[src/design/pfr_pkg.sv]
package pfr_pkg;

  localparam int unsigned COLUMN_GROUPS = 200;
  localparam int unsigned BLOCK_ROWS    = 75;
  localparam int unsigned STORE_BYTES   = COLUMN_GROUPS * BLOCK_ROWS;
  localparam int unsigned LOGICAL_ROWS  = 4 * BLOCK_ROWS;
  localparam int unsigned LOGICAL_COLS  = 2 * COLUMN_GROUPS;
  localparam int unsigned ADDR_W        = $clog2(STORE_BYTES);
  localparam int unsigned GROUP_W       = $clog2(COLUMN_GROUPS);
  localparam int unsigned ROWIDX_W      = $clog2(BLOCK_ROWS);
  localparam int unsigned QUEUE_DEPTH   = 2;

  localparam logic [15:0] MASK_RESET = 16'd127;

  typedef enum logic [1:0] {
    REQ_WRITE   = 2'd0,
    REQ_EOF     = 2'd1,
    REQ_READ    = 2'd2,
    REQ_OUTCOME = 2'd3
  } req_e;

  typedef enum logic [2:0] {
    ST_ACK   = 3'd0,
    ST_SKIP  = 3'd1,
    ST_FULL  = 3'd2,
    ST_RANGE = 3'd3,
    ST_READ  = 3'd4,
    ST_FAIL  = 3'd5
  } status_e;

  typedef enum logic [1:0] {
    PEND_NONE    = 2'd0,
    PEND_PARTIAL = 2'd1,
    PEND_FULL    = 2'd2
  } pend_e;

  typedef struct packed {
    logic [1:0]  req_type;
    logic [8:0]  pixel_row;
    logic [5:0]  byte_column;
    logic [7:0]  pixel_bits;
    logic [13:0] native_index;
    logic        transfer_ok;
  } req_t;

  typedef struct packed {
    logic [2:0] status;
    logic [7:0] first_group;
    logic [7:0] last_group;
    logic [7:0] read_byte;
  } rsp_t;

  // classified command handed from front to back
  typedef struct packed {
    req_e              kind;
    logic              valid_row;
    logic [ADDR_W-1:0] base;
    logic [1:0]        quad;
    logic [7:0]        bits;
    logic              idx_ok;
    logic [ADDR_W-1:0] idx;
    logic              ok;
  } cmd_t;

endpackage

[src/design/pfr_queue.sv]
module pfr_queue (
  input  logic          clk_i,
  input  logic          rst_ni,
  input  logic          push_i,
  input  pfr_pkg::cmd_t data_i,
  output logic          full_o,
  input  logic          pop_i,
  output logic          empty_o,
  output pfr_pkg::cmd_t data_o
);
  import pfr_pkg::*;

  localparam int unsigned PW = $clog2(QUEUE_DEPTH);

  cmd_t          slot_q [QUEUE_DEPTH];
  logic [PW-1:0] wp_q, rp_q;
  logic [PW:0]   cnt_q;

  assign full_o  = cnt_q == (PW+1)'(QUEUE_DEPTH);
  assign empty_o = cnt_q == '0;
  assign data_o  = slot_q[rp_q];

  always_ff @(posedge clk_i) begin
    if (push_i) begin
      slot_q[wp_q] <= data_i;
    end
  end

  always_ff @(posedge clk_i or negedge rst_ni) begin
    if (!rst_ni) begin
      wp_q  <= '0;
      rp_q  <= '0;
      cnt_q <= '0;
    end else begin
      if (push_i) begin
        wp_q <= (wp_q == PW'(QUEUE_DEPTH - 1)) ? '0 : wp_q + 1'b1;
      end
      if (pop_i) begin
        rp_q <= (rp_q == PW'(QUEUE_DEPTH - 1)) ? '0 : rp_q + 1'b1;
      end
      cnt_q <= cnt_q + (PW+1)'(push_i) - (PW+1)'(pop_i);
    end
  end
endmodule

[config.mk]
export PLATFORM = sky130hd
export DESIGN_NAME = pfr_queue
export DESIGN_NICKNAME = d
export VERILOG_FILES = /design/src/design/pfr_pkg.sv /design/src/design/pfr_queue.sv
export SDC_FILE = /design/constraint.sdc
export NUM_CORES = 1
export LEC_CHECK = 0
export ABC_AREA = 1
export ABC_CLOCK_PERIOD_IN_PS = 3500
export BUFFER_PORTS_ARGS = -buffer_cell sky130_fd_sc_hd__buf_2
export CAP_MARGIN = 20
export CORE_MARGIN = 10
export CORE_UTILIZATION = 40
export CTS_CLUSTER_DIAMETER = 150
export CTS_CLUSTER_SIZE = 40
export DETAILED_ROUTE_END_ITERATION = 8
export GPL_TIMING_DRIVEN = 0
export SYNTH_ARGS = -nofsm -noshare
export SYNTH_HDL_FRONTEND = slang
export SYNTH_SLANG_ARGS = --single-unit
[constraint.sdc]
create_clock -name clk_i -period 3.5 [get_ports clk_i]
set_input_delay 0.175 -clock clk_i [delete_from_list [all_inputs] [get_ports clk_i]]
set_output_delay 0.175 -clock clk_i [all_outputs]
set_load 0.01 [all_outputs]
==> metrics.md <==
| Metric | Value |
|---|---|
| Status | finished clean |
| Yosys warning total | 0 |
| Fin util | 54.7% |
| End of the worst register-to-register path | slot_q[0][19]$_DFFE_PP_ |
| Wirelength per Cell | 13.9 um |
| First-pass GRT wire length | 10900 um |
| Register area | 2680 um^2 |
| Post-Layout Cell Count | 489 |
| Worst setup path end | data_o[6] |
| Multi-input gate area | 465 um^2 |
| Worst Max-Slew Pin Slew | 0.585 ns |
| I/O pin cnt | 92 |
| CTS sink cnt | 90 |
| Xor and xnor area share after synthesis | 0.517% |
| DR vias | 2145 |
| Final period util | 50.3% |
| R2R setup slack | 1.99 ns |
| Top-area cell type share of the netlist area | 76.2% |
| Synth area leaders | edfxtp_1 76%, o21ai_0 5.6%, inv_1 5.5% |
| Total CTS buffers | 9 |
| Crit path max fanout | 10 |
| VDD IR-drop max | 0.000368 V |
| Core Box Area | 8220 um^2 |
| Sequential share of the synthesized area | 79.1% |
| Share of layout cells above drive strength 1 | 30.0% |
| Worst Path Arrival | 1.59 ns |
| Clk Latency, worst-skew pair | 0.34 ns |
| Initial Util | 41.3% |
| Post-DP Area | 4030 um^2 |
| Final Skew | 0.0109 ns |
| Layout Nets | 428 |
| Final Max Tran Viols | 0 |
| Worst Hold Class | in -> reg |
| Post-Synthesis Net Count | 298 |
| Number of global-route vias before repair | 2204 |
| Ys flop type | edfxtp_1 |
| FF+latch count, synth | 90 |
| Reg2Reg Depth | 2 |
| RD Place Congestion | 0.669 |
| Crit path capture type | output pin |
| CTS tree | built |
| Initial antenna violation count | 1 |
| Pre-CTS WS | 1.98 ns |
| Area growth, synth to finish | 32.5% |
| Clock root buffer | clkbuf_8 |
| Pleak | 1.95 nW |
| Gr usage total | 10.9% |
| Pin count of the biggest net entering global routing | 27 |
| Fill cells | 716 |
| Endpoints failing hold | 0 |
| FP Rows | 33 |
| WP data required | 3.32 ns |
| Number of max-cap violations | 0 |
| DP Wirelength | 4830 um |
| CTS clk-pin slew, worst paths | 0.09 ns |
| CTS HTree Levels | 3 |
| DIE AREA | 12600 um^2 |
| Drt via density | 4.39 |
| Final setup viols | 0 |
| Max_slew headroom | 60.9% |
| Global route overflow | 0 |
| Final min period | 1.76 ns |
| Setup ws final | 1.74 ns |
| I/O Buffers | 91 |
| Chip width | 112 um |
| Final instance area | 4490 um^2 |
| FFs w/ async S/R, synth | 4.44% |
| Power Density | 736 nW/um^2 |
| DRC Markers | 0 |
| Worst Hold Slack | 0.0202 ns |
| Post-synthesis cell count | 249 |
| Fmax | 568 MHz |
| Worst flop-to-flop path startpoint | wp_q$_DFFE_PN0P_ |
| Post-Syn Area | 3390 um^2 |
| Clock Path Buffers | 2 |
| Inst Count DP | 447 |
| Synth Area in Simple Gates | 5.90% |
| Post-route ant nets | 0 |
| Count of cell types in the netlist | 14 |
| Drt pass-1 iters | 4 |
| Routed WL | 6800 um |
| Detailed Route Iter0 Violations | 59 |
| Crit path launch type | register |
| Adder-Cell Fraction of Synth Area | 0.738% |
| Post-Syn Area per Cell | 13.6 um^2 |
| Mux cell area share after synthesis | 0% |
| Launch point of the worst path | rp_q$_DFFE_PN0P_ |
| Synth Area in Compound Gates | 6.35% |
| Number of synthesized flops with an enable pin | 86 |
| Leading area contributor after synthesis | edfxtp_1 |
| Die height | 112 um |
| Combinational family with the most area after synthesis | buffers and inverters |
| Most frequent cell after synthesis | edfxtp_1 |
| RSZ-0062 raised after global routing | false |
| Setup CP Type | reg -> out |
| Synth top cells by count | 86 x edfxtp_1, 50 x inv_1, 49 x nand2_1 |
[cells by family (layout without fill, tap and decap cells)]
logic type / after synthesis / after routing
adder cells (fa/ha/maj): 2 / 2
XOR/XNOR: 2 / 2
flip-flops: 90 / 90
other: 0 / 1
buffers and inverters: 59 / 193
AO/OA/AOI/OAI: 43 / 43
AND/OR/NAND/NOR: 53 / 53
[stage by stage]
stage	total power, mW	setup TNS [ns]
detailed placement	2.62	0
CTS	3.38	0
global placement	2.59	-13.00
finish	3.31	0
floorplan	2.11	0
global route	3.53	0
[registers in the layout, summed over array words and instances (netlist names)]
name and count:
slot_q 86, rp_q 1, wp_q 1, cnt_q 2
[timing repair]
| item | CTS | global route |
|---|---|---|
| gates resized for setup | 0 | 0 |
| endpoints found under the hold margin | 51 | 0 |
| buffers inserted | 0 | 0 |
| hold buffers | 26 | 0 |
[placed cells by master (no fill, tap or decap)]
cell type,instances
clkbuf_8,9
buf_12,2
dfrtp_1,4
buf_4,1
nand3_1,1
clkbuf_1,3
dlygate4sd3_1,26
nor2_1,2
diode_2,1
buf_2,93
xor2_1,2
buf_6,3
clkinv_2,2
nand2_1,49
nor2_4,1
edfxtp_1,86
inv_1,49
clkinv_1,1
o21ai_1,5
inv_2,1
clkinv_4,1
ha_1,2
o21ai_0,38
bufinv_16,2
[routing by layer]
metal	vias up	GRT usage, %	part of all wire [%]
li1	1088	-	-
met1	990	11.6	40
met2	60	18.6	51
met3	7	4.58	7.7
met4	0	4.82	1.0
met5	-	0	0
[how the worst min path moves through the flow]
| stage | startpoint | endpoint | slack [ns] | cells past startpoint |
|---|---|---|---|---|
| 2_1_floorplan | rst_ni | cnt_q[0]$_DFF_PN0_ | -0.12 | 0 |
| 3_3_place_gp | rst_ni | wp_q$_DFFE_PN0P_ | -0.01 | 1 |
| 3_5_place_dp | rst_ni | wp_q$_DFFE_PN0P_ | -0.008 | 1 |
| 4_1_cts | data_i[24] | slot_q[1][24]$_DFFE_PP_ | 0.0001 | 1 |
| 5_1_grt | data_i[30] | slot_q[0][30]$_DFFE_PP_ | 0.003 | 1 |
| 6_report | data_i[24] | slot_q[1][24]$_DFFE_PP_ | 0.02 | 1 |
[report_power, final]
group / total (mW) / switching (mW) / internal (mW) / leakage [nW]
logic: 1.08 / 0.669 / 0.409 / 0.993
clock network: 0.731 / 0.337 / 0.395 / 0.106
registers: 1.50 / 0.0677 / 1.43 / 0.854
[worst max-delay path, cell delays in order, from the launching register on]
cell,delay (ns)
dfrtp_1,0.49
clkbuf_1,0.38
o21ai_0,0.19
buf_2,0.17
[layout make-up]
class,instances,area share [%]
clock buffer,9,2.76
antenna,1,0.0557
timing repair buffer,119,16.8
sequential,90,59.7
tap,105,2.92
inverter,50,4.18
multi-input combinational,100,10.4
buffer,9,1.39
clock inverter,6,1.84
(Power assumes the default switching activity.)
