## config.mk

```make
export PLATFORM = sky130hd
export DESIGN_NAME = pfr_front
export DESIGN_NICKNAME = d
export VERILOG_FILES = /design/src/design/pfr_pkg.sv /design/src/design/pfr_front.sv
export SDC_FILE = /design/constraint.sdc
export NUM_CORES = 1
export LEC_CHECK = 0
export BUFFER_PORTS_ARGS = -buffer_cell sky130_fd_sc_hd__buf_2
export CAP_MARGIN = 15
export CORE_ASPECT_RATIO = 1.25
export CORE_MARGIN = 8
export CORE_UTILIZATION = 32
export DETAILED_ROUTE_END_ITERATION = 8
export PLACE_DENSITY = 0.6
export SLEW_MARGIN = 25
export SYNTH_ARGS = -nofsm -noshare
export SYNTH_HDL_FRONTEND = slang
export SYNTH_SLANG_ARGS = --single-unit
```

## constraint.sdc

```tcl
create_clock -name vclk -period 4.2
set_input_delay 0.42 -clock vclk [all_inputs]
set_output_delay 0.42 -clock vclk [all_outputs]
set_load 0.02 [all_outputs]
```

## src/design/pfr_pkg.sv

```systemverilog
package pfr_pkg;

  localparam int unsigned COLUMN_GROUPS = 200;
  localparam int unsigned BLOCK_ROWS    = 75;
  localparam int unsigned STORE_BYTES   = COLUMN_GROUPS * BLOCK_ROWS;
  localparam int unsigned LOGICAL_ROWS  = 4 * BLOCK_ROWS;
  localparam int unsigned LOGICAL_COLS  = 2 * COLUMN_GROUPS;
  localparam int unsigned ADDR_W        = $clog2(STORE_BYTES);
  localparam int unsigned GROUP_W       = $clog2(COLUMN_GROUPS);
  localparam int unsigned ROWIDX_W      = $clog2(BLOCK_ROWS);
  localparam int unsigned QUEUE_DEPTH   = 2;

  localparam logic [15:0] MASK_RESET = 16'd127;

  typedef enum logic [1:0] {
    REQ_WRITE   = 2'd0,
    REQ_EOF     = 2'd1,
    REQ_READ    = 2'd2,
    REQ_OUTCOME = 2'd3
  } req_e;

  typedef enum logic [2:0] {
    ST_ACK   = 3'd0,
    ST_SKIP  = 3'd1,
    ST_FULL  = 3'd2,
    ST_RANGE = 3'd3,
    ST_READ  = 3'd4,
    ST_FAIL  = 3'd5
  } status_e;

  typedef enum logic [1:0] {
    PEND_NONE    = 2'd0,
    PEND_PARTIAL = 2'd1,
    PEND_FULL    = 2'd2
  } pend_e;

  typedef struct packed {
    logic [1:0]  req_type;
    logic [8:0]  pixel_row;
    logic [5:0]  byte_column;
    logic [7:0]  pixel_bits;
    logic [13:0] native_index;
    logic        transfer_ok;
  } req_t;

  typedef struct packed {
    logic [2:0] status;
    logic [7:0] first_group;
    logic [7:0] last_group;
    logic [7:0] read_byte;
  } rsp_t;

  // classified command handed from front to back
  typedef struct packed {
    req_e              kind;
    logic              valid_row;
    logic [ADDR_W-1:0] base;
    logic [1:0]        quad;
    logic [7:0]        bits;
    logic              idx_ok;
    logic [ADDR_W-1:0] idx;
    logic              ok;
  } cmd_t;

endpackage

```

## src/design/pfr_front.sv

```systemverilog
module pfr_front (
  input  logic          start_i,
  output logic          busy_o,
  input  pfr_pkg::req_t req_i,
  output logic          push_o,
  output pfr_pkg::cmd_t cmd_o,
  input  logic          full_i
);
  import pfr_pkg::*;

  logic [8:0]  inv;
  logic [13:0] base_w;

  assign busy_o = full_i;
  assign push_o = start_i && !full_i;

  always_comb begin
    inv    = 9'(LOGICAL_ROWS - 1) - req_i.pixel_row;
    base_w = 14'(req_i.byte_column) * 14'(4 * BLOCK_ROWS) + 14'(inv[8:2]);
    cmd_o.kind      = req_e'(req_i.req_type);
    cmd_o.valid_row = (req_i.pixel_row < 9'(LOGICAL_ROWS)) &&
                      (req_i.byte_column < 6'(LOGICAL_COLS / 8));
    cmd_o.base      = ADDR_W'(base_w);
    cmd_o.quad      = inv[1:0];
    cmd_o.bits      = req_i.pixel_bits;
    cmd_o.idx_ok    = req_i.native_index < 14'(STORE_BYTES);
    cmd_o.idx       = ADDR_W'(req_i.native_index);
    cmd_o.ok        = req_i.transfer_ok;
  end
endmodule

```

==> metrics.csv, run 1 <==
metric,value,unit
crit end category,output pin,
worst slew pin tran,0.339,ns
Yosys cell types,39,
ant diodes,0,
Layout clock buffers,0,
register area,0,µm²
first drt pass iteration count,4,
hold_sp,req_i[1],
final setup margin,0.214,ns
vias per cell,4.88,
Synth top area share,28.1,%
CP Cell Sequence,buf_2 > ha_1 > ha_1 > fa_1 > fa_1 > ha_1 > o21a_1 > o31a_1 > o21ai_2 > nor3_2 > mux2i_1 > xnor2_1 > buf_4,
initial antenna violation count,0,
Multi-input gate area,1160,µm²
GRT Residual Overflow,0,
"critical path fanouts, max",6,
Final Net Count,284,
Final setup viols,0,
Ports,87,
post-route setup TNS,0,ns
Min-Delay Path Class,input port to output pin,
overall power,578,µW
cell taking the most area after synthesis,ha_1,
startpoint types,input port,
Worst Setup Path Type,input port to output pin,
Worst slew margin,77.4,%
GRT Util Overall,8.67,%
Bufs and invs on worst path,2,
post-synthesis sequential area ratio,0,%
power per cell area,363,nW/µm²
DRC,0,
synth cell count leaders,"ha_1 (32), buf_4 (28), inv_1 (15)",
Peak VDD IR,0.112,mV
cells after synthesis,172,
Worst Path Arrival,3.57,ns
Critical Path RT,3.78,ns
IO buf count,59,
Leak,0.840,nW
CP startpoint,req_i[26],
Worst path slowest cell,fa_1,
WL/cell,11.7,µm
top-count cell post-synth,ha_1,
final slew viol count,0,
largest net degree at the start of global routing,10,
DP Worst Slack,0.143,ns
area growth from synthesis to layout,11.5,%
Final Hold Viols,0,
vias,1273,
"Net Count, Synth",251,
Routed Antenna Nets,0,
Starting Density,32.7,%
Fmax,251,MHz
vias in the first global route,1272,
most area-consuming cells after synthesis,"ha_1 (28%), buf_4 (15%), xnor2_1 (8.0%)",
layout cells sized above 1,33.5,%
Final period util,94.9,%
DR iter-0 viols,18,
Chip Width,75.7,µm
Post-DP HPWL,2800,µm
first-pass GRT wire length,5150,µm
Seq cells,0,
Die Span Y,90.6,µm
final wirelength,3050,µm
RSZ-0062 raised after global routing,no,
row count,27,
Post CTS Setup Buffer Count,0,
CP dominant cell by count,ha_1,
"Avg Cell Area, Syn",8.29,µm²
Final min period,3.99,ns
critical path's top delay family,adder cells,
max_cap viols,0,
Max stage delay on crit path,0.53,ns
FILL cells,472,
die area,6860,µm²
Core ar.,4360,µm²
Synth Cell Area,1430,µm²
gpl congestion,0.802,
outcome,"complete, no violations",
yosys warns,0,
-- cell type report --
| class | instances | share of cell area [%] |
|---|---|---|
| inverters | 15 | 3.54 |
| multi-input cells | 129 | 73.2 |
| well taps | 58 | 4.56 |
| repair buffers | 59 | 18.7 |
-- cell families (layout without fill, tap and decap cells) --
| kind of cell | Yosys count | after routing | synth area share (%) |
|---|---|---|---|
| AO/OA/AOI/OAI | 42 | 42 | 21.3 |
| multiplexers | 2 | 2 | 1.40 |
| XOR/XNOR | 19 | 19 | 12.2 |
| AND/OR/NAND/NOR | 29 | 29 | 11.3 |
| adder cells (fa/ha/maj) | 37 | 37 | 35.1 |
| buffers and inverters | 43 | 74 | 18.7 |
-- cells in the final DEF, fill, tap and decap left out, types with 2 or more instances in the layout --
master,instances
buf_2,58
xor2_1,5
and3_1,2
nor3_1,2
a21oi_1,11
inv_1,15
nor2_1,8
xnor2_1,13
o21bai_1,2
o2111ai_1,2
nor2b_1,4
a21o_1,5
nand2b_1,2
o21ai_0,5
a211o_1,2
nand2_1,4
fa_1,5
mux2i_1,2
o21ai_1,3
ha_1,32
-- metal layers --
metal,share of wire (%),vias up,GRT usage [%]
met1,42,577,9.90
met2,49,49,17.1
met5,0,-,0
met4,0.20,0,0.322
li1,-,645,-
met3,8.5,2,0.444
-- power by group --
part / internal [mW] / total [mW] / switching [mW]
logic: 0.234 / 0.578 / 0.344
registers: 0 / 0 / 0
clock network: 0 / 0 / 0
-- worst paths after layout --
path | to | depth (start not counted)
worst min-delay path | cmd_o[1] | 0
worst max-delay path | cmd_o[36] | 13
-- metrics by stage --
stage / hold WS, ns / instance area [µm²] / cells / util [%]
after floorplan: 0.917 / 1430 / 172 / -
after global placement: 0.840 / 1580 / 261 / 36.3
after detailed placement: 0.840 / 1580 / 261 / 36.3
after CTS: 0.840 / 1580 / 261 / 36.3
after global routing: 0.840 / 1590 / 261 / 36.5
final: 0.840 / 1590 / 261 / 36.5
-- what timing repair did --
| action | 4_1_cts | 5_1_grt |
|---|---|---|
| gates resized for setup | 0 | 2 |
| setup endpoints to repair | 0 | 1 |
| hold endpoints to repair | 0 | 0 |
| hold buffers | 0 | 0 |
No activity file was read; power rests on OpenSTA's default activity.
==> run 2: changes to the inputs <==
- ABC_AREA: not set -> 1
- GPL_TIMING_DRIVEN: not set -> 0
==> run 2 against run 1 <==
  * Sequential share of layout area unchanged
  * Highest routed layer unchanged
  * Critical path type unchanged
  * Routed wire length is 17% higher
  * Largest cell class unchanged
  * Utilization grew 5.3 points
  * Sequential cell count unchanged
  * Worst setup slack gained 0.066 ns
==> metrics.csv, run 2 <==
metric,value,unit,change
GRT Util Overall,9.99,%,was 8.67%
WL/cell,10.1,µm,was 11.7 µm
Layout Cells excl Fill,353,,was 261
Worst slew margin,78.2,%,was 77.4%
post-route setup TNS,0,ns,unchanged
Post-DP Area,1930,µm²,was 1580 µm²
DR iter-0 viols,17,,was 18
layout cells sized above 1,39.9,%,was 33.5%
register area,0,µm²,unchanged
Leak,1.20,nW,was 0.840 nW
final slew viol count,0,,unchanged
Final Hold Viols,0,,unchanged
most area-consuming cells after synthesis,"ha_1 (27%), buf_4 (14%), nand2_1 (12%)",,"was ha_1 (28%), buf_4 (15%), xnor2_1 (8.0%)"
main combinational cell family by area after synthesis,adder cells,,unchanged
Ports,87,,unchanged
cts hold-fix bufs,0,,unchanged
vias,1528,,was 1273
Final setup viols,0,,unchanged
Chip Width,77.1,µm,was 75.7 µm
Worst Path Arrival,3.50,ns,was 3.57 ns
RSZ-0062 raised after global routing,no,,unchanged
sw frac,61.5,%,was 59.6%
Post-Layout Inst Area,1930,µm²,was 1590 µm²
Post CTS Setup Buffer Count,0,,unchanged
"critical path fanouts, max",5,,was 6
vias in the first global route,1601,,was 1272
vias per cell,4.33,,was 4.88
critical path's top delay family,adder cells,,unchanged
Peak VDD IR,0.199,mV,was 0.112 mV
power per cell area,313,nW/µm²,was 363 nW/µm²
CP Cell Sequence,buf_2 > ha_1 > ha_1 > fa_1 > fa_1 > ha_1 > nand2_1 > nand2_1 > inv_1 > o21ai_0 > nor2_1 > nor2_4 > nand2_2 > xor2_1 > buf_2,,was buf_2 > ha_1 > ha_1 > fa_1 > fa_1 > ha_1 > o21a_1 > o31a_1 > o21ai_2 > nor3_2 > mux2i_1 > xnor2_1 > buf_4
Psw,373,µW,was 344 µW
most frequent cells in the layout,"buf_2 (73), nand2_1 (49), inv_1 (37)",,"was buf_2 (58), ha_1 (32), inv_1 (15)"
Synth Cell Area,1490,µm²,was 1430 µm²
ant diodes,0,,unchanged
yosys warns,0,,unchanged
worst slew pin tran,0.326,ns,was 0.339 ns
Comb power frac,100.0,%,about the same
Post-DP HPWL,3350,µm,was 2800 µm
Seq cells,0,,unchanged
Worst Setup Path Type,input port to output pin,,unchanged
adder-cell share of the synthesized area,33.5,%,was 35.1%
hold path depth,2,,was 0
cell taking the most area after synthesis,ha_1,,unchanged
initial antenna violation count,0,,unchanged
top-count cell post-synth,nand2_1,,was ha_1
CP dominant cell by count,ha_1,,unchanged
post-synthesis sequential area ratio,0,%,unchanged
Yosys cell types,30,,was 39
Final min period,3.92,ns,was 3.99 ns
Synth top area share,26.8,%,was 28.1%
WP depth,15,,was 13
area growth from synthesis to layout,29.5,%,was 11.5%
Placed Instances,353,,was 261
synth cell count leaders,"nand2_1 (49), inv_1 (37), ha_1 (32)",,"was ha_1 (32), buf_4 (28), inv_1 (15)"
row count,28,,was 27
post-synthesis xor/xnor area fraction,8.12,%,was 12.2%
cells after synthesis,220,,was 172
Die Span Y,92.4,µm,was 90.6 µm
Final Net Count,374,,was 284
clock share of power,0,%,about the same
"Avg Cell Area, Syn",6.79,µm²,was 8.29 µm²
largest net degree at the start of global routing,7,,was 10
gpl congestion,0.730,,was 0.802
Routed Antenna Nets,0,,unchanged
Min-Delay Path Class,input port to output pin,,unchanged
Post-Synth Simple-Gate Area,28.3,%,was 11.3%
Starting Density,32.3,%,was 32.7%
Hold Slack,1.06,ns,was 0.840 ns
multiplexer area fraction after synthesis,0,%,was 1.40%
Critical Path RT,3.78,ns,about the same
outcome,"complete, no violations",,unchanged
"Net Count, Synth",299,,was 251
Bufs and invs on worst path,3,,was 2
startpoint types,input port,,unchanged
final wirelength,3570,µm,was 3050 µm
Worst path slowest cell,fa_1,,unchanged
"commonest non-fill, non-tap cell in the layout",buf_2,,unchanged
CTS resizes,0,,unchanged
DRC,0,,unchanged
Synth Area in Compound Gates,7.20,%,was 21.3%
final core utilization,41.8,%,was 36.5%
Max stage delay on crit path,0.54,ns,was 0.53 ns
max_cap viols,0,,unchanged
first drt pass iteration count,3,,was 4
sequential power share,0,%,about the same
Final period util,93.3,%,was 94.9%
die area,7120,µm²,was 6860 µm²
GRT Residual Overflow,0,,unchanged
Pint,233,µW,was 234 µW
first-pass GRT wire length,6420,µm,was 5150 µm
crit end category,output pin,,unchanged
Fmax,255,MHz,was 251 MHz
IO buf count,73,,was 59
Core ar.,4620,µm²,was 4360 µm²
Layout clock buffers,0,,unchanged
-- run 2: changes by cell type in the layout (fill, tap and decap cells not counted), sizes merged, moves of 3 or more --
cell,previous run,this run
inv,15,37
a21o,5,2
nand2,4,55
buf,59,100
xor2,5,8
o21ai,9,4
nand3,1,13
nor2b,4,0
a21oi,12,7
nor2,8,15
xnor2,14,5
-- run 2: power by group through the flow --
stage | clock network (mW) | registers [mW] | logic, mW
2_1_floorplan | 0 | 0 | 0.463
3_3_place_gp | 0 | 0 | 0.609
3_5_place_dp | 0 | 0 | 0.616
4_1_cts | 0 | 0 | 0.620
5_1_grt | 0 | 0 | 0.684
6_report | 0 | 0 | 0.606
-- run 2: kinds of logic after synthesis --
family / Yosys count
buffers and inverters: 64
xor gates and xnor gates: 13
adders and majority gates: 37
and+or+nand+nor: 89
AOI/OAI and AO/OA: 17
-- run 2: per-stage QoR --
step	worst slack [ns]	power [mW]
4_1_cts	0.241	0.620
3_3_place_gp	0.259	0.609
3_5_place_dp	0.257	0.616
6_report	0.280	0.606
2_1_floorplan	0.526	0.463
5_1_grt	0.0124	0.684
-- run 2: worst paths after layout --
| check | start | end | slack [ns] |
|---|---|---|---|
| min | req_i[20] | cmd_o[21] | 1.06 |
| max | req_i[26] | cmd_o[37] | 0.28 |
-- run 2: per-layer routing --
metal	vias to the layer above	part of all wire (%)	global-route usage (%)	wire [µm]
li1	814	-	-	-
met1	659	41	10.2	1470
met2	53	50	20.3	1790
met3	2	8.4	2.81	300
met4	0	0.36	0.315	13
met5	-	0	0	0
-- run 2: final cells by class --
cell class,count,area (µm²)
plain buffers,27,203
repair buffers,73,365
well taps,60,75.1
multi-input cells,156,1150
inverters,37,139
fillers,534,2690
